### config.mk
export PLATFORM = sky130hd
export DESIGN_NAME = eight_bit_alu_with_flags_flat
export DESIGN_NICKNAME = d
export VERILOG_FILES = /design/src/rtl/e8alu_pkg.sv /design/src/rtl/e8alu_ifs.sv /design/src/rtl/e8alu_arith.sv /design/src/rtl/e8alu_exec.sv /design/src/rtl/e8alu_flags.sv /design/src/rtl/eight_bit_alu_with_flags.sv /design/src/flat_wrapper.sv
export SDC_FILE = /design/constraint.sdc
export NUM_CORES = 1
export LEC_CHECK = 0
export ABC_AREA = 1
export BUFFER_PORTS_ARGS = -buffer_cell sky130_fd_sc_hd__clkbuf_2
export CAP_MARGIN = 10
export CORE_UTILIZATION = 30
export CTS_BUF_LIST = sky130_fd_sc_hd__clkbuf_8 sky130_fd_sc_hd__clkbuf_16
export CTS_CLUSTER_DIAMETER = 200
export DETAILED_ROUTE_END_ITERATION = 10
export PLACE_DENSITY = 0.44
export SYNTH_ARGS = -nofsm -noshare
export SYNTH_HDL_FRONTEND = slang
export SYNTH_SLANG_ARGS = --single-unit
### constraint.sdc
create_clock -name clk -period 3.1 [get_ports clk]
set_input_delay 0.465 -clock clk [delete_from_list [all_inputs] [get_ports clk]]
set_output_delay 0.465 -clock clk [all_outputs]
set_load 0.01 [all_outputs]
### src/rtl/e8alu_pkg.sv
`timescale 1ns / 1ps

package e8alu_pkg;

  typedef enum logic [4:0] {
    OP_ADD  = 5'd0,
    OP_ADC  = 5'd1,
    OP_SUB  = 5'd2,
    OP_SBC  = 5'd3,
    OP_AND  = 5'd4,
    OP_XOR  = 5'd5,
    OP_OR   = 5'd6,
    OP_CP   = 5'd7,
    OP_INC  = 5'd8,
    OP_DEC  = 5'd9,
    OP_DAA  = 5'd10,
    OP_CPL  = 5'd11,
    OP_SCF  = 5'd12,
    OP_CCF  = 5'd13,
    OP_RLC  = 5'd14,
    OP_RRC  = 5'd15,
    OP_RL   = 5'd16,
    OP_RR   = 5'd17,
    OP_SLA  = 5'd18,
    OP_SRA  = 5'd19,
    OP_SWAP = 5'd20,
    OP_SRL  = 5'd21,
    OP_BIT  = 5'd22,
    OP_RES  = 5'd23,
    OP_SET  = 5'd24,
    OP_RLCA = 5'd25,
    OP_RRCA = 5'd26,
    OP_RLA  = 5'd27,
    OP_RRA  = 5'd28
  } alu_op_t;

  // flag nibble layout
  localparam int unsigned FLAG_Z = 3;
  localparam int unsigned FLAG_N = 2;
  localparam int unsigned FLAG_H = 1;
  localparam int unsigned FLAG_C = 0;

  localparam logic [7:0] DAA_HI_ADJ = 8'h60;
  localparam logic [7:0] DAA_LO_ADJ = 8'h06;
  localparam logic [7:0] DAA_HI_LIM = 8'h99;
  localparam logic [3:0] DAA_LO_LIM = 4'h9;

  // stage 1 to stage 2: operands plus adder results
  typedef struct packed {
    alu_op_t    op;
    logic [7:0] a;
    logic [7:0] b;
    logic [3:0] f;
    logic [2:0] idx;
    logic [8:0] sum;
    logic       h_add;
    logic [8:0] diff;
    logic       h_sub;
  } s1_t;

  // stage 2 to stage 3: result and flags except the zero test
  typedef struct packed {
    logic [7:0] result;
    logic [7:0] z_val;
    logic       z_use;
    logic       z_fix;
    logic [2:0] nhc;
    logic       wb;
  } s2_t;

endpackage

### src/rtl/e8alu_ifs.sv
`timescale 1ns / 1ps

interface e8alu_in_if;
  logic       valid;
  logic       ready;
  logic [4:0] mode;
  logic [7:0] operand_a;
  logic [7:0] operand_b;
  logic [3:0] flags_in;
  logic [2:0] bit_index;

  modport source (output valid, mode, operand_a, operand_b, flags_in, bit_index,
                  input ready);
  modport sink (input valid, mode, operand_a, operand_b, flags_in, bit_index,
                output ready);
endinterface

interface e8alu_out_if;
  logic       valid;
  logic       ready;
  logic [7:0] result;
  logic [3:0] flags_out;
  logic       write_back;

  modport source (output valid, result, flags_out, write_back, input ready);
  modport sink (input valid, result, flags_out, write_back, output ready);
endinterface

### src/rtl/e8alu_arith.sv
`timescale 1ns / 1ps

module e8alu_arith (
  input  logic              clk,
  input  logic              rst_n,
  e8alu_in_if.sink          in_ch,
  output logic              valid_o,
  input  logic              ready_i,
  output e8alu_pkg::s1_t    data_o
);

  logic           valid_r;
  e8alu_pkg::s1_t data_r;
  e8alu_pkg::s1_t data_nxt;
  logic           cin;
  logic [4:0]     h_add_sum;
  logic [4:0]     h_sub_diff;

  assign in_ch.ready = !valid_r || ready_i;
  assign valid_o     = valid_r;
  assign data_o      = data_r;

  always_comb begin
    data_nxt.op  = e8alu_pkg::alu_op_t'(in_ch.mode);
    data_nxt.a   = in_ch.operand_a;
    data_nxt.b   = in_ch.operand_b;
    data_nxt.f   = in_ch.flags_in;
    data_nxt.idx = in_ch.bit_index;
    cin = ((data_nxt.op == e8alu_pkg::OP_ADC) || (data_nxt.op == e8alu_pkg::OP_SBC))
          ? in_ch.flags_in[e8alu_pkg::FLAG_C] : 1'b0;
    data_nxt.sum  = {1'b0, in_ch.operand_a} + {1'b0, in_ch.operand_b} + {8'd0, cin};
    data_nxt.diff = {1'b0, in_ch.operand_a} - {1'b0, in_ch.operand_b} - {8'd0, cin};
    h_add_sum  = {1'b0, in_ch.operand_a[3:0]} + {1'b0, in_ch.operand_b[3:0]} + {4'd0, cin};
    h_sub_diff = {1'b0, in_ch.operand_a[3:0]} - {1'b0, in_ch.operand_b[3:0]} - {4'd0, cin};
    data_nxt.h_add = h_add_sum[4];
    data_nxt.h_sub = h_sub_diff[4];
  end

  always_ff @(posedge clk) begin
    if (!rst_n) begin
      valid_r <= 1'b0;
    end else if (in_ch.ready) begin
      valid_r <= in_ch.valid;
    end
  end

  always_ff @(posedge clk) begin
    if (in_ch.ready && in_ch.valid) begin
      data_r <= data_nxt;
    end
  end

  a_stall_holds: assert property (@(posedge clk) disable iff (!rst_n)
    valid_r && !ready_i |=> valid_r)
    else $error("stage 1 item dropped during stall");

  a_accept_lands: assert property (@(posedge clk) disable iff (!rst_n)
    in_ch.valid && in_ch.ready |=> valid_r)
    else $error("accepted item missing from stage 1");

endmodule

### src/rtl/e8alu_exec.sv
`timescale 1ns / 1ps

module e8alu_exec (
  input  logic           clk,
  input  logic           rst_n,
  input  logic           valid_i,
  output logic           ready_o,
  input  e8alu_pkg::s1_t data_i,
  output logic           valid_o,
  input  logic           ready_i,
  output e8alu_pkg::s2_t data_o
);

  logic           valid_r;
  e8alu_pkg::s2_t data_r;
  e8alu_pkg::s2_t data_nxt;
  logic [7:0]     a;
  logic           cin;
  logic           daa_hi;
  logic           daa_lo;
  logic [7:0]     daa_adj;
  logic           is_sub;

  assign ready_o = !valid_r || ready_i;
  assign valid_o = valid_r;
  assign data_o  = data_r;

  always_comb begin
    a   = data_i.a;
    cin = data_i.f[e8alu_pkg::FLAG_C];

    // decimal adjust
    if (data_i.f[e8alu_pkg::FLAG_N]) begin
      daa_hi = cin;
      daa_lo = data_i.f[e8alu_pkg::FLAG_H];
    end else begin
      daa_hi = cin || (a > e8alu_pkg::DAA_HI_LIM);
      daa_lo = data_i.f[e8alu_pkg::FLAG_H] || (a[3:0] > e8alu_pkg::DAA_LO_LIM);
    end
    daa_adj = (daa_hi ? e8alu_pkg::DAA_HI_ADJ : 8'h00) |
              (daa_lo ? e8alu_pkg::DAA_LO_ADJ : 8'h00);

    is_sub = (data_i.op == e8alu_pkg::OP_SUB) || (data_i.op == e8alu_pkg::OP_SBC) ||
             (data_i.op == e8alu_pkg::OP_CP);

    data_nxt.result = a;
    data_nxt.wb     = 1'b1;
    data_nxt.z_use  = 1'b1;
    data_nxt.z_fix  = data_i.f[e8alu_pkg::FLAG_Z];
    data_nxt.nhc    = 3'b000;

    case (data_i.op)
      e8alu_pkg::OP_ADD, e8alu_pkg::OP_ADC: begin
        data_nxt.result = data_i.sum[7:0];
        data_nxt.nhc    = {1'b0, data_i.h_add, data_i.sum[8]};
      end
      e8alu_pkg::OP_SUB, e8alu_pkg::OP_SBC: begin
        data_nxt.result = data_i.diff[7:0];
        data_nxt.nhc    = {1'b1, data_i.h_sub, data_i.diff[8]};
      end
      e8alu_pkg::OP_CP: begin
        data_nxt.wb  = 1'b0;
        data_nxt.nhc = {1'b1, data_i.h_sub, data_i.diff[8]};
      end
      e8alu_pkg::OP_AND: begin
        data_nxt.result = a & data_i.b;
        data_nxt.nhc    = 3'b010;
      end
      e8alu_pkg::OP_XOR: data_nxt.result = a ^ data_i.b;
      e8alu_pkg::OP_OR:  data_nxt.result = a | data_i.b;
      e8alu_pkg::OP_INC: begin
        data_nxt.result = a + 8'd1;
        data_nxt.nhc    = {1'b0, a[3:0] == 4'hF, cin};
      end
      e8alu_pkg::OP_DEC: begin
        data_nxt.result = a - 8'd1;
        data_nxt.nhc    = {1'b1, a[3:0] == 4'h0, cin};
      end
      e8alu_pkg::OP_DAA: begin
        data_nxt.result = data_i.f[e8alu_pkg::FLAG_N] ? (a - daa_adj) : (a + daa_adj);
        data_nxt.nhc    = {data_i.f[e8alu_pkg::FLAG_N], 1'b0,
                           data_i.f[e8alu_pkg::FLAG_N] ? cin : daa_hi};
      end
      e8alu_pkg::OP_CPL: begin
        data_nxt.result = ~a;
        data_nxt.z_use  = 1'b0;
        data_nxt.nhc    = {2'b11, cin};
      end
      e8alu_pkg::OP_SCF: begin
        data_nxt.wb    = 1'b0;
        data_nxt.z_use = 1'b0;
        data_nxt.nhc   = 3'b001;
      end
      e8alu_pkg::OP_CCF: begin
        data_nxt.wb    = 1'b0;
        data_nxt.z_use = 1'b0;
        data_nxt.nhc   = {2'b00, ~cin};
      end
      e8alu_pkg::OP_RLC, e8alu_pkg::OP_RLCA: begin
        data_nxt.result = {a[6:0], a[7]};
        data_nxt.nhc    = {2'b00, a[7]};
      end
      e8alu_pkg::OP_RRC, e8alu_pkg::OP_RRCA: begin
        data_nxt.result = {a[0], a[7:1]};
        data_nxt.nhc    = {2'b00, a[0]};
      end
      e8alu_pkg::OP_RL, e8alu_pkg::OP_RLA: begin
        data_nxt.result = {a[6:0], cin};
        data_nxt.nhc    = {2'b00, a[7]};
      end
      e8alu_pkg::OP_RR, e8alu_pkg::OP_RRA: begin
        data_nxt.result = {cin, a[7:1]};
        data_nxt.nhc    = {2'b00, a[0]};
      end
      e8alu_pkg::OP_SLA: begin
        data_nxt.result = {a[6:0], 1'b0};
        data_nxt.nhc    = {2'b00, a[7]};
      end
      e8alu_pkg::OP_SRA: begin
        data_nxt.result = {a[7], a[7:1]};
        data_nxt.nhc    = {2'b00, a[0]};
      end
      e8alu_pkg::OP_SWAP: data_nxt.result = {a[3:0], a[7:4]};
      e8alu_pkg::OP_SRL: begin
        data_nxt.result = {1'b0, a[7:1]};
        data_nxt.nhc    = {2'b00, a[0]};
      end
      e8alu_pkg::OP_BIT: begin
        data_nxt.wb    = 1'b0;
        data_nxt.z_use = 1'b0;
        data_nxt.z_fix = ~a[data_i.idx];
        data_nxt.nhc   = {2'b01, cin};
      end
      e8alu_pkg::OP_RES: begin
        data_nxt.result = a & ~(8'h01 << data_i.idx);
        data_nxt.z_use  = 1'b0;
        data_nxt.nhc    = data_i.f[2:0];
      end
      e8alu_pkg::OP_SET: begin
        data_nxt.result = a | (8'h01 << data_i.idx);
        data_nxt.z_use  = 1'b0;
        data_nxt.nhc    = data_i.f[2:0];
      end
      default: begin
        data_nxt.wb    = 1'b0;
        data_nxt.z_use = 1'b0;
        data_nxt.nhc   = data_i.f[2:0];
      end
    endcase

    // accumulator rotates always clear z
    if ((data_i.op == e8alu_pkg::OP_RLCA) || (data_i.op == e8alu_pkg::OP_RRCA) ||
        (data_i.op == e8alu_pkg::OP_RLA) || (data_i.op == e8alu_pkg::OP_RRA)) begin
      data_nxt.z_use = 1'b0;
      data_nxt.z_fix = 1'b0;
    end

    data_nxt.z_val = is_sub ? data_i.diff[7:0] : data_nxt.result;
  end

  always_ff @(posedge clk) begin
    if (!rst_n) begin
      valid_r <= 1'b0;
    end else if (ready_o) begin
      valid_r <= valid_i;
    end
  end

  always_ff @(posedge clk) begin
    if (ready_o && valid_i) begin
      data_r <= data_nxt;
    end
  end

  a_cp_no_write: assert property (@(posedge clk) disable iff (!rst_n)
    valid_i && ready_o && (data_i.op == e8alu_pkg::OP_CP) |=> valid_r && !data_r.wb)
    else $error("compare item marked for write back");

  a_stall_holds: assert property (@(posedge clk) disable iff (!rst_n)
    valid_r && !ready_i |=> valid_r && $stable(data_r))
    else $error("stage 2 item changed during stall");

endmodule

### src/rtl/e8alu_flags.sv
`timescale 1ns / 1ps

module e8alu_flags (
  input  logic           clk,
  input  logic           rst_n,
  input  logic           valid_i,
  output logic           ready_o,
  input  e8alu_pkg::s2_t data_i,
  e8alu_out_if.source    out_ch
);

  logic       valid_r;
  logic [7:0] result_r;
  logic [3:0] flags_r;
  logic       wb_r;
  logic [3:0] flags_nxt;

  assign ready_o           = !valid_r || out_ch.ready;
  assign out_ch.valid      = valid_r;
  assign out_ch.result     = result_r;
  assign out_ch.flags_out  = flags_r;
  assign out_ch.write_back = wb_r;

  always_comb begin
    flags_nxt = {data_i.z_use ? (data_i.z_val == 8'h00) : data_i.z_fix, data_i.nhc};
  end

  always_ff @(posedge clk) begin
    if (!rst_n) begin
      valid_r <= 1'b0;
    end else if (ready_o) begin
      valid_r <= valid_i;
    end
  end

  always_ff @(posedge clk) begin
    if (ready_o && valid_i) begin
      result_r <= data_i.result;
      flags_r  <= flags_nxt;
      wb_r     <= data_i.wb;
    end
  end

  a_zero_flag: assert property (@(posedge clk) disable iff (!rst_n)
    valid_i && ready_o && data_i.z_use |=>
      flags_r[e8alu_pkg::FLAG_Z] == ($past(data_i.z_val) == 8'h00))
    else $error("zero flag does not match tested value");

endmodule

### src/rtl/eight_bit_alu_with_flags.sv
// an accepted item passes through the adder, result select and flags registers in order before it leaves
// throughput: one item per cycle while the output is not stalled, three register stages (adders, result select, flags)
// a stalled output backs up stage by stage; ready falls only when all stages hold items
// reset: synchronous active-low rst_n clears the stage valid bits, pipeline empties
// no state beyond the pipeline; results depend only on each item
`timescale 1ns / 1ps

module eight_bit_alu_with_flags (
  input  logic         clk,
  input  logic         rst_n,
  e8alu_in_if.sink     in_ch,
  e8alu_out_if.source  out_ch
);

  logic           s1_valid;
  logic           s1_ready;
  e8alu_pkg::s1_t s1_data;
  logic           s2_valid;
  logic           s2_ready;
  e8alu_pkg::s2_t s2_data;

  e8alu_arith u_arith (
    .clk     (clk),
    .rst_n   (rst_n),
    .in_ch   (in_ch),
    .valid_o (s1_valid),
    .ready_i (s1_ready),
    .data_o  (s1_data)
  );

  e8alu_exec u_exec (
    .clk     (clk),
    .rst_n   (rst_n),
    .valid_i (s1_valid),
    .ready_o (s1_ready),
    .data_i  (s1_data),
    .valid_o (s2_valid),
    .ready_i (s2_ready),
    .data_o  (s2_data)
  );

  e8alu_flags u_flags (
    .clk     (clk),
    .rst_n   (rst_n),
    .valid_i (s2_valid),
    .ready_o (s2_ready),
    .data_i  (s2_data),
    .out_ch  (out_ch)
  );

endmodule
### src/flat_wrapper.sv
// flat-port wrapper written by rule: the top's interface ports become plain ports
module eight_bit_alu_with_flags_flat 
  (clk, rst_n, in_ch_valid, in_ch_mode, in_ch_operand_a, in_ch_operand_b, in_ch_flags_in, in_ch_bit_index, in_ch_ready, out_ch_valid, out_ch_result, out_ch_flags_out, out_ch_write_back, out_ch_ready);
  e8alu_in_if in_ch_i ();
  e8alu_out_if out_ch_i ();
  input  logic clk;
  input  logic rst_n;
  input wire logic [$bits(in_ch_i.valid)-1:0] in_ch_valid;
  input wire logic [$bits(in_ch_i.mode)-1:0] in_ch_mode;
  input wire logic [$bits(in_ch_i.operand_a)-1:0] in_ch_operand_a;
  input wire logic [$bits(in_ch_i.operand_b)-1:0] in_ch_operand_b;
  input wire logic [$bits(in_ch_i.flags_in)-1:0] in_ch_flags_in;
  input wire logic [$bits(in_ch_i.bit_index)-1:0] in_ch_bit_index;
  output wire logic [$bits(in_ch_i.ready)-1:0] in_ch_ready;
  output wire logic [$bits(out_ch_i.valid)-1:0] out_ch_valid;
  output wire logic [$bits(out_ch_i.result)-1:0] out_ch_result;
  output wire logic [$bits(out_ch_i.flags_out)-1:0] out_ch_flags_out;
  output wire logic [$bits(out_ch_i.write_back)-1:0] out_ch_write_back;
  input wire logic [$bits(out_ch_i.ready)-1:0] out_ch_ready;
  assign in_ch_i.valid = in_ch_valid;
  assign in_ch_i.mode = in_ch_mode;
  assign in_ch_i.operand_a = in_ch_operand_a;
  assign in_ch_i.operand_b = in_ch_operand_b;
  assign in_ch_i.flags_in = in_ch_flags_in;
  assign in_ch_i.bit_index = in_ch_bit_index;
  assign in_ch_ready = in_ch_i.ready;
  assign out_ch_valid = out_ch_i.valid;
  assign out_ch_result = out_ch_i.result;
  assign out_ch_flags_out = out_ch_i.flags_out;
  assign out_ch_write_back = out_ch_i.write_back;
  assign out_ch_i.ready = out_ch_ready;
  eight_bit_alu_with_flags u_core (.clk(clk), .rst_n(rst_n), .in_ch(in_ch_i), .out_ch(out_ch_i));
endmodule
After elaboration in Yosys (flattened, before gate mapping) --
Cells that the tools add are included.
Word-level totals: latch bits 0, bits in registers 86, input bits 32, logic and storage cells 126, output and inout port bits 15, memories 0, ROM bits 0, bits in writable memories 0
Cells by class: reductions and logical operators 32, div/mod/pow operators 0, $lt $le $gt $ge 3, bitwise operators 10, shift operators 1, $mul 0, equality and inequality tests 31, muxes and demuxes 16, add/subtract/negate cells 12
Operators by type and width (number):
- $pmux W8 S19 | 1
- $eq A5 B5 Y1 const B | 13
- $eq A5 B4 Y1 const B | 8
- $pmux W3 S13 | 1
- $reduce_or A25 Y1 | 1
- $reduce_or A23 Y1 | 1
- $eq A5 B3 Y1 const B | 4
- $and A8 B8 Y8 | 2
- $mux W8 | 2
- $not A8 Y8 | 2
- $or A8 B8 Y8 | 2
- $eq A5 B2 Y1 const B | 3
- $reduce_or A2 Y1 | 6
- $logic_or A1 B1 Y1 | 11
- $eq A5 B1 Y1 const B | 2
- $add A8 B8 Y9 | 1
- $add A9 B1 Y9 | 1
- $mux W1 | 9
- $sub A8 B8 Y9 | 1
- $sub A9 B1 Y9 | 1
- $add A8 B1 Y8 const B | 1
- $add A8 B7 Y8 | 1
- $gt A8 B8 Y1 const B | 1
- $logic_not A8 Y1 | 1
- other kinds (23) | 29

Longest topological paths before layout --
Gate-level depths: netlist of run 1.
word-level depth 9, mapped depth 24, depth with buffers taken out 23

Cells and area by module --
A second synthesis of run 1 with hierarchy kept.
Second synthesis, totals: cell total of the unflattened synthesis 799, area total of the unflattened synthesis 6248.5 µm²
Modules (own cells, without submodules):
- e8alu_exec | seq. area each 680.7 µm², times used 1, cells an instance 558, area an instance 3360.7 µm²
- e8alu_arith | seq. area each 1461.4 µm², times used 1, cells an instance 209, area an instance 2399.8 µm²
- e8alu_flags | seq. area each 410.4 µm², times used 1, cells an instance 32, area an instance 488.0 µm²

Least setup slack after synthesis of run 1 --
Ideal clock, no wire load.
kind reg2reg, start point register u_core.u_arith.data_r, in the netlist u_core.u_arith.data_o[39], end point register u_core.u_exec.data_r, in the netlist u_core.u_exec.data_o[12] (data pin), data required time 2.848 ns, clock period less this slack 2.899 ns, path buffers 1, setup time 0.252 ns, arrival 2.646 ns, stages on the path, launching flop included 21, path slack 0.201 ns, path through edfxtp_1 > clkbuf_1 > inv_1 > o211ai_1 > nand3_1 > nand2_1 > inv_1 > ha_1 > nand2_1 > o21ai_0 > nand2_1 > nand2_1 > ha_1 > nand2_1 > or2_2 > nand3_1 > nand2_1 > nand3_1 > nand3_1 > nand2_1 > nand2_1
RTL lines:
- from (decl) | line e8alu_arith.sv:13 | e8alu_pkg::s1_t data_r;
- from (signal assigned) | line e8alu_arith.sv:49 | data_r <= data_nxt;
- to (signal assigned) | line e8alu_exec.sv:171 | data_r <= data_nxt;
- to (decl) | line e8alu_exec.sv:15 | e8alu_pkg::s2_t data_r;

==> flow_results.xml, run 1 <==
<?xml version="1.0" encoding="UTF-8"?>
<metrics>
  <group name="run_status">
    <metric name="run_status" unit="">completed</metric>
  </group>
  <group name="routing">
    <metric name="first_pass_iters" unit="">5</metric>
    <metric name="route.vias.total" unit="">5426</metric>
    <metric name="ant_nets" unit="">0</metric>
    <metric name="route.detailed.wl_per_inst" unit="microns">18.2</metric>
    <metric name="initialDrtViolationCount" unit="">325</metric>
    <metric name="finalWirelength" unit="microns">20100</metric>
    <metric name="drt-vias-per-instance" unit="">4.92</metric>
    <metric name="remaining_drc_errors" unit="">0</metric>
  </group>
  <group name="global_route">
    <metric name="grt_first_pass_wirelength" unit="microns">30600</metric>
    <metric name="number_of_global_route_vias_before_repair" unit="">5269</metric>
    <metric name="overflow" unit="">0</metric>
    <metric name="grt_start_max_net_pins" unit="">49</metric>
    <metric name="grt.total_usage" unit="%">20.7</metric>
    <metric name="antenna_violations_before_repair" unit="">0</metric>
  </group>
  <group name="synth">
    <metric name="netlist_area" unit="sq mm">0.00602</metric>
    <metric name="yosysWarnings" unit="">0</metric>
    <metric name="yosys-top-cells-count" unit="">nand2_1, inv_1, edfxtp_1</metric>
    <metric name="yosysMostFrequentCell" unit="">nand2_1</metric>
    <metric name="async_flop_share" unit="%">0</metric>
    <metric name="synth_fp_nets" unit="">824</metric>
    <metric name="netlist_instances" unit="">757</metric>
    <metric name="yosys.area.top_type" unit="">edfxtp_1</metric>
    <metric name="yosys_register_bits" unit="">86</metric>
    <metric name="yosys.area.top_type_share" unit="%">41.4</metric>
    <metric name="synth_enable_flop_cells" unit="">83</metric>
    <metric name="postSynthAreaPerCell" unit="sq um">7.95</metric>
    <metric name="synth-seq-area-share" unit="%">42.4</metric>
    <metric name="post_synth_num_cell_types" unit="">41</metric>
    <metric name="synth-main-ff-cell" unit="">edfxtp_1</metric>
    <metric name="synth.area.top_cells" unit="">edfxtp_1, nand2_1, nand3_1</metric>
  </group>
  <group name="clocking">
    <metric name="cts_buffers" unit="">9</metric>
    <metric name="clkSinkCount" unit="">86</metric>
    <metric name="number_of_buffers_between_clock_root_and_the_deepest_sink" unit="">2</metric>
    <metric name="clkSlewWorstSetupHoldPaths" unit="ps">60</metric>
    <metric name="cts_tree" unit="">yes</metric>
    <metric name="htreeDepth" unit="">3</metric>
    <metric name="clock_tree.root_cell" unit="">clkbuf_16</metric>
    <metric name="cts-hold-fix-buffers" unit="">0</metric>
    <metric name="clk_latency" unit="ps">350</metric>
  </group>
  <group name="critical_path">
    <metric name="critPathTopFamily" unit="">simple AND/OR/NAND/NOR gates</metric>
    <metric name="buffers_inverters_on_critical_path" unit="">5</metric>
    <metric name="max_incr_delay_on_cp" unit="ps">460</metric>
    <metric name="worstSetupStartpointType" unit="">flop</metric>
    <metric name="worst_ep_required_time" unit="ps">3210</metric>
    <metric name="worst-endpoint-arrival" unit="ps">3010</metric>
    <metric name="crit_fanout" unit="">4</metric>
    <metric name="critPathKind" unit="">flop to flop</metric>
    <metric name="worst_path_most_repeated_cell" unit="">nand2_1</metric>
    <metric name="worstSetupEndpointType" unit="">flop</metric>
    <metric name="crit_slowest_cell" unit="">fa_1</metric>
    <metric name="timing.critical_path.cells" unit="">buf_4 &gt; nor2_2 &gt; nand2_2 &gt; inv_2 &gt; nand2_1 &gt; inv_1 &gt; a21oi_1 &gt; buf_4 &gt; fa_1 &gt; inv_1 &gt; nand3_1 &gt; nand2_1 &gt; nand2_1 &gt; nand3_1 &gt; nand2_1 &gt; nor3_2 &gt; nand3_1 &gt; nand2_1 &gt; nand2_1</metric>
    <metric name="r2r.worst_path.cells" unit="">19</metric>
    <metric name="cp.depth" unit="">19</metric>
  </group>
  <group name="placed_design">
    <metric name="detailed_place_hpwl" unit="microns">16200</metric>
    <metric name="placed_cells" unit="">1081</metric>
    <metric name="place.port_buffers" unit="">46</metric>
    <metric name="detailed_place.area" unit="sq mm">0.00671</metric>
    <metric name="routabilityCongestion" unit="">0.937</metric>
  </group>
  <group name="final_layout">
    <metric name="syn2layout_area_growth" unit="%">17.6</metric>
    <metric name="final-instance-count-excl-fill" unit="">1103</metric>
    <metric name="finalNetCount" unit="">900</metric>
    <metric name="number_of_diodes_added_for_antenna_fixing" unit="">0</metric>
    <metric name="finalInstanceArea" unit="sq mm">0.00708</metric>
    <metric name="final_layout_size_suffix_gt1_share" unit="%">17.7</metric>
  </group>
  <group name="sta">
    <metric name="final-hold-violation-count" unit="">0</metric>
    <metric name="fin_skew" unit="ps">7.14</metric>
    <metric name="maxSlewViolCount" unit="">0</metric>
    <metric name="grt_setup_unrepaired" unit="">yes</metric>
    <metric name="timing_worst_slew_pin_value" unit="ps">799</metric>
    <metric name="slew-limit-headroom" unit="%">46.7</metric>
    <metric name="period_needed" unit="ps">2900</metric>
    <metric name="final-setup-viol-count" unit="">0</metric>
    <metric name="final_min_period_over_clock_period" unit="%">93.5</metric>
    <metric name="clock.fmax" unit="GHz">0.345</metric>
  </group>
  <group name="worst_hold_path">
    <metric name="hold_path.class" unit="">primary input to flop</metric>
    <metric name="worst_hold_path.num_cells" unit="">1</metric>
  </group>
  <group name="die">
    <metric name="floorplan.initialDensity" unit="%">30.7</metric>
    <metric name="coreArea" unit="sq mm">0.0196</metric>
    <metric name="chipWidth" unit="microns">144</metric>
    <metric name="io_pins" unit="">47</metric>
    <metric name="floorplan.rows" unit="">51</metric>
    <metric name="die_area" unit="sq mm">0.0206</metric>
    <metric name="die_h" unit="microns">144</metric>
  </group>
  <group name="power_and_ir_drop">
    <metric name="leakagePower" unit="nW">3.20</metric>
    <metric name="power.ir.vdd_worst" unit="uV">228</metric>
    <metric name="power.density" unit="mW/mm^2">440</metric>
  </group>
  <group name="run">
    <metric name="max_cap_violation_count" unit="">0</metric>
  </group>
</metrics>
[where the power goes]
part / internal (mW) / switching [mW]
logic: 0.214 / 0.412
clock network: 0.567 / 0.458
registers: 1.40 / 0.0561
[worst paths after layout]
kind / start / endpoint / slack [ps]
min reg2reg: u_core.u_exec.data_o[19]$_DFFE_PP_ / u_core.u_flags.out_ch.result[5]$_DFFE_PP_ / 410
max reg2reg: u_core.u_arith.data_o[44]$_DFFE_PP_ / u_core.u_exec.data_o[10]$_DFFE_PP_ / 200
max: u_core.u_arith.data_o[44]$_DFFE_PP_ / u_core.u_exec.data_o[10]$_DFFE_PP_ / 200
min: in_ch_flags_in[2] / u_core.u_arith.data_o[25]$_DFFE_PP_ / 290
[registers in the layout (all words and copies together) (netlist names)]
| register | flops |
|---|---|
| u_core.u_flags.out_ch.result | 8 |
| u_core.u_exec.valid_o | 1 |
| u_core.u_flags.out_ch.valid | 1 |
| u_core.u_flags.out_ch.write_back | 1 |
| u_core.u_exec.data_o | 22 |
| u_core.u_arith.data_o | 48 |
| u_core.u_arith.valid_o | 1 |
| u_core.u_flags.out_ch.flags_out | 4 |
[cells in the final DEF (no fill, tap or decap), types with 4 or more instances in the layout]
cell,instances
a21oi_1,28
buf_4,36
clkbuf_16,9
clkbuf_2,46
edfxtp_1,83
fa_1,5
ha_1,29
inv_1,81
inv_2,15
nand2_1,217
nand2_2,9
nand3_1,77
nand3_2,5
nand4_1,15
nor2_1,61
nor2_2,7
nor2_4,4
nor3_1,8
nor4_1,4
o211ai_1,9
o21ai_0,25
o21ai_1,6
o22ai_1,7
xnor2_1,6
xor2_1,14
[per-layer routing]
| layer | track usage [%] | wire (microns) |
|---|---|---|
| met2 | 34.6 | 9550 |
| met5 | 0 | 0 |
| met1 | 26.6 | 9030 |
| met3 | 3.23 | 926 |
| met4 | 7.89 | 620 |
[cells by family after synthesis]
group           after synthesis  share of synthesized area [%]
compound gates               86                           8.25
xor+xnor                     20                           2.91
fa+ha+maj                    35                           7.90
buf+inv                     113                           7.59
flops                        86                           42.4
simple gates                417                           30.9
[repair_timing]
action,in CTS,in global routing
resized for setup,0,10
buffers inserted,0,6
endpoints found under the setup margin,0,9
[through the flow]
step	hold WS, ps	util [%]	TNS (ps)	power, mW	worst slack, ps
finish	285	36.1	0	3.11	200
CTS	273	35.7	0	3.13	122
detailed placement	405	34.2	0	2.10	151
floorplan	400	-	0	1.86	201
global route	275	36.1	-53.9	3.25	-30.5
global placement	401	34.2	0	2.10	157
[cell type report]
class                   instances  area (sq um)
clock buffers                  10           239
fillers                      2078         12500
well taps                     265           332
multi-input cells             558          3050
repair buffers                 82           500
flip-flops and latches         86          2550
clock inverters                 6          45.0
inverters                      96           360
Power figures use the tool's default switching activity.
==> run 2, diff against run 1 <==
--- a/config.mk
+++ b/config.mk
@@ -8,11 +8,11 @@
 export ABC_AREA = 1
 export BUFFER_PORTS_ARGS = -buffer_cell sky130_fd_sc_hd__clkbuf_2
 export CAP_MARGIN = 10
-export CORE_UTILIZATION = 30
+export CORE_UTILIZATION = 55
 export CTS_BUF_LIST = sky130_fd_sc_hd__clkbuf_8 sky130_fd_sc_hd__clkbuf_16
 export CTS_CLUSTER_DIAMETER = 200
 export DETAILED_ROUTE_END_ITERATION = 10
-export PLACE_DENSITY = 0.44
+export PLACE_DENSITY = 0.74
 export SYNTH_ARGS = -nofsm -noshare
 export SYNTH_HDL_FRONTEND = slang
 export SYNTH_SLANG_ARGS = --single-unit
==> flow_results.xml, run 2 (synthesis gave the netlist of run 1 again) <==
<?xml version="1.0" encoding="UTF-8"?>
<metrics>
  <group name="critical_path">
    <metric name="worst_path_most_repeated_cell" unit="">nand2_1</metric>
    <metric name="worstSetupEndpointType" unit="">flop</metric>
    <metric name="timing.critical_path.cells" unit="">inv_1 &gt; nand2_2 &gt; nand2_2 &gt; o211ai_1 &gt; nand3_1 &gt; nand2_1 &gt; inv_1 &gt; ha_1 &gt; nand2_1 &gt; o21ai_0 &gt; nand2_1 &gt; nand2_2 &gt; ha_4 &gt; nand2_1 &gt; o21ai_1 &gt; inv_1 &gt; nand2_1 &gt; nand3_1 &gt; nand3_1 &gt; nand3_2 &gt; nand2_1 &gt; nand2_1</metric>
    <metric name="worstSetupStartpointType" unit="">flop</metric>
    <metric name="critPathKind" unit="">flop to flop</metric>
    <metric name="worst_ep_required_time" unit="ps">3230</metric>
    <metric name="max_incr_delay_on_cp" unit="ps">350</metric>
    <metric name="crit_slowest_cell" unit="">edfxtp_1</metric>
    <metric name="crit_fanout" unit="">5</metric>
    <metric name="worst-endpoint-arrival" unit="ps">3050</metric>
  </group>
  <group name="final_layout">
    <metric name="final_layout_size_suffix_gt1_share" unit="%">17.4</metric>
    <metric name="largest_register_ffs" unit="">48</metric>
    <metric name="syn2layout_area_growth" unit="%">12.9</metric>
    <metric name="finalNetCount" unit="">896</metric>
    <metric name="number_of_diodes_added_for_antenna_fixing" unit="">0</metric>
    <metric name="final-instance-count-excl-fill" unit="">970</metric>
    <metric name="mostFrequentLayoutCell" unit="">nand2_1</metric>
    <metric name="most-common-layout-cells" unit="">nand2_1, inv_1, edfxtp_1</metric>
  </group>
  <group name="routing">
    <metric name="remaining_drc_errors" unit="">0</metric>
    <metric name="initialDrtViolationCount" unit="">726</metric>
    <metric name="route.detailed.wl_per_inst" unit="microns">19.8</metric>
    <metric name="route.vias.total" unit="">5745</metric>
    <metric name="finalWirelength" unit="microns">19200</metric>
    <metric name="first_pass_iters" unit="">6</metric>
    <metric name="ant_nets" unit="">0</metric>
    <metric name="drt-vias-per-instance" unit="">5.92</metric>
  </group>
  <group name="placed_design">
    <metric name="routabilityCongestion" unit="">1.01</metric>
    <metric name="place.port_buffers" unit="">46</metric>
    <metric name="detailed_place_hpwl" unit="microns">14900</metric>
    <metric name="placed_cells" unit="">947</metric>
    <metric name="dp_slack" unit="ps">68.8</metric>
  </group>
  <group name="die">
    <metric name="floorplan.initialDensity" unit="%">57.5</metric>
    <metric name="die_h" unit="microns">107</metric>
    <metric name="floorplan.rows" unit="">37</metric>
    <metric name="coreArea" unit="sq mm">0.0105</metric>
    <metric name="io_pins" unit="">47</metric>
    <metric name="die_area" unit="sq mm">0.0114</metric>
    <metric name="chipWidth" unit="microns">107</metric>
  </group>
  <group name="global_route">
    <metric name="grt.total_usage" unit="%">34.9</metric>
    <metric name="number_of_global_route_vias_before_repair" unit="">5447</metric>
    <metric name="overflow" unit="">0</metric>
    <metric name="antenna_violations_before_repair" unit="">0</metric>
    <metric name="grt_start_max_net_pins" unit="">49</metric>
    <metric name="grt_first_pass_wirelength" unit="microns">29000</metric>
  </group>
  <group name="sta">
    <metric name="final_min_period_over_clock_period" unit="%">94.2</metric>
    <metric name="fin_skew" unit="ps">10.5</metric>
    <metric name="maxSlewViolCount" unit="">0</metric>
    <metric name="final.hold.worst_slack" unit="ps">257</metric>
    <metric name="clock.fmax" unit="GHz">0.343</metric>
    <metric name="timing_worst_slew_pin_value" unit="ps">839</metric>
    <metric name="period_needed" unit="ps">2920</metric>
    <metric name="final-setup-viol-count" unit="">0</metric>
    <metric name="post_route_worst_setup_slack" unit="ps">181</metric>
    <metric name="slew-limit-headroom" unit="%">44.0</metric>
    <metric name="final-hold-violation-count" unit="">0</metric>
    <metric name="tns_setup" unit="ps">0</metric>
  </group>
  <group name="power_and_ir_drop">
    <metric name="switching_share" unit="%">31.4</metric>
    <metric name="clock_power_share" unit="%">24.4</metric>
    <metric name="power.ir.vdd_worst" unit="uV">359</metric>
    <metric name="switching_power" unit="mW">0.871</metric>
    <metric name="leakagePower" unit="nW">3.15</metric>
    <metric name="sequentialPowerShare" unit="%">52.5</metric>
    <metric name="p_int" unit="mW">1.90</metric>
    <metric name="power.density" unit="mW/mm^2">408</metric>
    <metric name="p_comb_share" unit="%">23.0</metric>
  </group>
  <group name="clocking">
    <metric name="clock_tree.root_cell" unit="">clkbuf_8</metric>
    <metric name="clk_latency" unit="ps">380</metric>
    <metric name="htreeDepth" unit="">3</metric>
    <metric name="cts-hold-fix-buffers" unit="">0</metric>
    <metric name="cts_buffers" unit="">9</metric>
    <metric name="clkSlewWorstSetupHoldPaths" unit="ps">80</metric>
    <metric name="clkSinkCount" unit="">86</metric>
    <metric name="cts_tree" unit="">yes</metric>
    <metric name="number_of_buffers_between_clock_root_and_the_deepest_sink" unit="">2</metric>
  </group>
  <group name="worst_hold_path">
    <metric name="hold_path.class" unit="">primary input to flop</metric>
  </group>
  <group name="run_status">
    <metric name="run_status" unit="">completed</metric>
  </group>
  <group name="run">
    <metric name="max_cap_violation_count" unit="">0</metric>
  </group>
</metrics>
[run 2: cell type report]
type / instances / area (sq um)
Clock buffer: 9 / 124
Clock inverter: 7 / 42.5
Fill cell: 898 / 3670
Inverter: 96 / 360
Multi-Input combinational cell: 558 / 3070
Sequential cell: 86 / 2550
Tap cell: 136 / 170
Timing Repair Buffer: 78 / 470
[run 2: metal layers]
layer  track usage [%]  part of all wire [%]  vias to the layer above
met3              6.02                   8.9                       74
met1              46.6                    41                     2649
met2              54.5                    46                      339
li1                  -                     -                     2683
met4              18.2                   4.4                        0
met5                 0                     0                        -
[run 2: through the flow]
| step | instance area [sq um] | util, % | power, mW |
|---|---|---|---|
| 2_1_floorplan | 6020 | - | 1.86 |
| 3_3_place_gp | 6510 | 62.2 | 2.06 |
| 3_5_place_dp | 6510 | 62.2 | 2.08 |
| 4_1_cts | 6680 | 63.8 | 2.75 |
| 5_1_grt | 6790 | 64.9 | 2.88 |
| 6_report | 6790 | 64.9 | 2.77 |
[run 2: worst max-delay path: cells and delay by family, from the launching register on]
kind | cells | cell delay [ps]
compound gates | 3 | 450
fa+ha+maj | 2 | 580
buf+inv | 3 | 170
flops | 1 | 350
simple gates | 14 | 1110
[run 2: power by group through the flow]
stage          Clock (mW)  Combinational [mW]  Sequential (mW)
2_1_floorplan           0               0.402             1.46
3_3_place_gp            0               0.580             1.48
3_5_place_dp            0               0.601             1.48
4_1_cts             0.694               0.604             1.45
5_1_grt             0.729               0.693             1.46
6_report            0.677               0.638             1.46
[run 2: what timing repair did]
item,in CTS,in global routing
setup endpoints to repair,0,10
resized for setup,0,18
buffers inserted,0,7
[run 2: worst paths after layout]
kind	startpoint	endpoint	slack (ps)	depth (start not counted)
worst min register to register	u_core.u_exec.data_o[15]$_DFFE_PP_	u_core.u_flags.out_ch.result[1]$_DFFE_PP_	430	0
worst min-delay path	in_ch_flags_in[1]	u_core.u_arith.data_o[24]$_DFFE_PP_	260	1
worst max register to register	u_core.u_arith.data_o[37]$_DFFE_PP_	u_core.u_exec.data_o[13]$_DFFE_PP_	180	22
worst max-delay path	u_core.u_arith.data_o[37]$_DFFE_PP_	u_core.u_exec.data_o[13]$_DFFE_PP_	180	22
==> run 3, diff against run 2 <==
--- a/config.mk
+++ b/config.mk
@@ -8,11 +8,12 @@
 export ABC_AREA = 1
 export BUFFER_PORTS_ARGS = -buffer_cell sky130_fd_sc_hd__clkbuf_2
 export CAP_MARGIN = 10
-export CORE_UTILIZATION = 55
+export CORE_MARGIN = 2
+export CORE_UTILIZATION = 45
 export CTS_BUF_LIST = sky130_fd_sc_hd__clkbuf_8 sky130_fd_sc_hd__clkbuf_16
 export CTS_CLUSTER_DIAMETER = 200
 export DETAILED_ROUTE_END_ITERATION = 10
-export PLACE_DENSITY = 0.74
+export PLACE_DENSITY = 0.62
 export SYNTH_ARGS = -nofsm -noshare
 export SYNTH_HDL_FRONTEND = slang
 export SYNTH_SLANG_ARGS = --single-unit
==> flow_results.xml, run 3 (synthesis gave the netlist of run 1 again) <==
<?xml version="1.0" encoding="UTF-8"?>
<metrics>
  <group name="placed_design">
    <metric name="routabilityCongestion" unit="">0.975</metric>
    <metric name="detailed_place_hpwl" unit="microns">14900</metric>
    <metric name="detailed_place.area" unit="sq mm">0.00659</metric>
    <metric name="place.port_buffers" unit="">46</metric>
    <metric name="placed_cells" unit="">991</metric>
  </group>
  <group name="critical_path">
    <metric name="worstSetupStartpointType" unit="">flop</metric>
    <metric name="worstSetupEndpointType" unit="">flop</metric>
    <metric name="worst_ep_required_time" unit="ps">3200</metric>
    <metric name="worst-endpoint-arrival" unit="ps">3000</metric>
    <metric name="critPathKind" unit="">flop to flop</metric>
    <metric name="crit_fanout" unit="">5</metric>
  </group>
  <group name="final_layout">
    <metric name="finalNetCount" unit="">897</metric>
    <metric name="largest_register_ffs" unit="">48</metric>
    <metric name="number_of_diodes_added_for_antenna_fixing" unit="">0</metric>
    <metric name="mostFrequentLayoutCell" unit="">nand2_1</metric>
    <metric name="most-common-layout-cells" unit="">nand2_1, inv_1, edfxtp_1</metric>
    <metric name="nFillCells" unit="">1280</metric>
    <metric name="finalInstanceArea" unit="sq mm">0.00699</metric>
    <metric name="syn2layout_area_growth" unit="%">16.1</metric>
    <metric name="final_layout_size_suffix_gt1_share" unit="%">17.1</metric>
    <metric name="final-instance-count-excl-fill" unit="">1011</metric>
  </group>
  <group name="sta">
    <metric name="timing_worst_slew_pin_value" unit="ps">831</metric>
    <metric name="period_needed" unit="ps">2900</metric>
    <metric name="slew-limit-headroom" unit="%">44.6</metric>
    <metric name="clock.fmax" unit="GHz">0.345</metric>
    <metric name="final_min_period_over_clock_period" unit="%">93.4</metric>
    <metric name="final-hold-violation-count" unit="">0</metric>
    <metric name="tns_setup" unit="ps">0</metric>
    <metric name="final-setup-viol-count" unit="">0</metric>
    <metric name="final.hold.worst_slack" unit="ps">295</metric>
    <metric name="fin_skew" unit="ps">7.69</metric>
    <metric name="maxSlewViolCount" unit="">0</metric>
  </group>
  <group name="power_and_ir_drop">
    <metric name="leakagePower" unit="nW">3.22</metric>
    <metric name="p_comb_share" unit="%">19.0</metric>
    <metric name="switching_power" unit="mW">0.931</metric>
    <metric name="sequentialPowerShare" unit="%">44.8</metric>
    <metric name="pnr_total_power" unit="mW">3.26</metric>
    <metric name="switching_share" unit="%">28.5</metric>
    <metric name="clock_power_share" unit="%">36.3</metric>
    <metric name="power.density" unit="mW/mm^2">467</metric>
    <metric name="power.ir.vdd_worst" unit="uV">346</metric>
    <metric name="p_int" unit="mW">2.33</metric>
  </group>
  <group name="clocking">
    <metric name="number_of_buffers_between_clock_root_and_the_deepest_sink" unit="">2</metric>
    <metric name="clkSinkCount" unit="">86</metric>
    <metric name="clkSlewWorstSetupHoldPaths" unit="ps">60</metric>
    <metric name="clk_latency" unit="ps">340</metric>
    <metric name="cts-hold-fix-buffers" unit="">0</metric>
    <metric name="cts_buffers" unit="">9</metric>
    <metric name="htreeDepth" unit="">3</metric>
    <metric name="cts_tree" unit="">yes</metric>
    <metric name="clock_tree.root_cell" unit="">clkbuf_16</metric>
  </group>
  <group name="routing">
    <metric name="route.detailed.wl_per_inst" unit="microns">18.8</metric>
    <metric name="ant_nets" unit="">0</metric>
    <metric name="drt-vias-per-instance" unit="">5.50</metric>
    <metric name="finalWirelength" unit="microns">19000</metric>
    <metric name="remaining_drc_errors" unit="">0</metric>
    <metric name="initialDrtViolationCount" unit="">597</metric>
    <metric name="route.vias.total" unit="">5561</metric>
    <metric name="first_pass_iters" unit="">5</metric>
  </group>
  <group name="die">
    <metric name="die_area" unit="sq mm">0.0143</metric>
    <metric name="io_pins" unit="">47</metric>
    <metric name="floorplan.initialDensity" unit="%">45.8</metric>
    <metric name="coreArea" unit="sq mm">0.0131</metric>
    <metric name="die_h" unit="microns">120</metric>
    <metric name="chipWidth" unit="microns">120</metric>
    <metric name="floorplan.rows" unit="">42</metric>
  </group>
  <group name="global_route">
    <metric name="grt.total_usage" unit="%">27.5</metric>
    <metric name="antenna_violations_before_repair" unit="">0</metric>
    <metric name="number_of_global_route_vias_before_repair" unit="">5404</metric>
    <metric name="grt_start_max_net_pins" unit="">49</metric>
    <metric name="grt_first_pass_wirelength" unit="microns">29600</metric>
    <metric name="overflow" unit="">0</metric>
  </group>
  <group name="run">
    <metric name="max_cap_violation_count" unit="">0</metric>
  </group>
  <group name="worst_hold_path">
    <metric name="hold_path.class" unit="">primary input to flop</metric>
  </group>
  <group name="run_status">
    <metric name="run_status" unit="">completed</metric>
  </group>
</metrics>
-- run 3: layer usage --
layer	up-vias	GRT usage (%)	routed length, microns
met4	0	13.8	774
met3	48	4.33	1310
met5	-	0	0
met1	2584	37.1	8270
met2	245	43.1	8620
li1	2684	-	-
-- run 3: area by class of cell --
class	count	area [sq um]	area share [%]
Multi-Input combinational cell	558	3050	43.6
Sequential cell	86	2550	36.5
Timing Repair Buffer	79	478	6.84
Inverter	96	360	5.16
Clock buffer	9	225	3.22
Tap cell	176	220	3.15
Clock inverter	7	108	1.54
-- run 3: power by group through the flow --
stage / sequential (mW) / clock (mW) / combinational (mW)
4_1_cts: 1.46 / 1.21 / 0.600
3_5_place_dp: 1.48 / 0 / 0.598
5_1_grt: 1.47 / 1.25 / 0.690
3_3_place_gp: 1.48 / 0 / 0.593
2_1_floorplan: 1.46 / 0 / 0.402
6_report: 1.46 / 1.18 / 0.619
-- run 3: timing repair --
item / 4_1_cts / 5_1_grt
buffers inserted: 0 / 4
resized for setup: 0 / 10
endpoints found under the setup margin: 0 / 10
-- run 3: worst max-delay path: stages (launching register included) --
cell	delay (ps)
edfxtp_1	350
inv_1	70
nand2_2	80
nand2_2	60
o211ai_1	190
nand3_1	90
nand2_1	110
inv_1	70
ha_1	290
nand2_1	70
o21ai_0	90
nand2_1	80
nand2_2	70
ha_4	290
nand2_1	70
o21ai_0	200
inv_1	60
nand2_1	70
nand3_1	60
nand3_1	80
nand3_1	90
nand2_1	80
nand2_1	50
-- run 3: worst paths after layout --
path / from / endpoint / slack [ps] / cells after the start
hold reg to reg: u_core.u_exec.data_o[20]$_DFFE_PP_ / u_core.u_flags.out_ch.result[6]$_DFFE_PP_ / 420 / 0
setup / recovery: u_core.u_arith.data_o[37]$_DFFE_PP_ / u_core.u_exec.data_o[13]$_DFFE_PP_ / 200 / 22
setup reg to reg: u_core.u_arith.data_o[37]$_DFFE_PP_ / u_core.u_exec.data_o[13]$_DFFE_PP_ / 200 / 22
hold / removal: in_ch_bit_index[0] / u_core.u_arith.data_o[20]$_DFFE_PP_ / 300 / 1
-- run 3: metrics by stage --
step | setup slack [ps] | utilization [%]
finish | 204 | 53.2
global route | -30.7 | 53.2
CTS | 122 | 52.7
detailed placement | 130 | 50.2
global placement | 198 | 50.2
floorplan | 201 | -
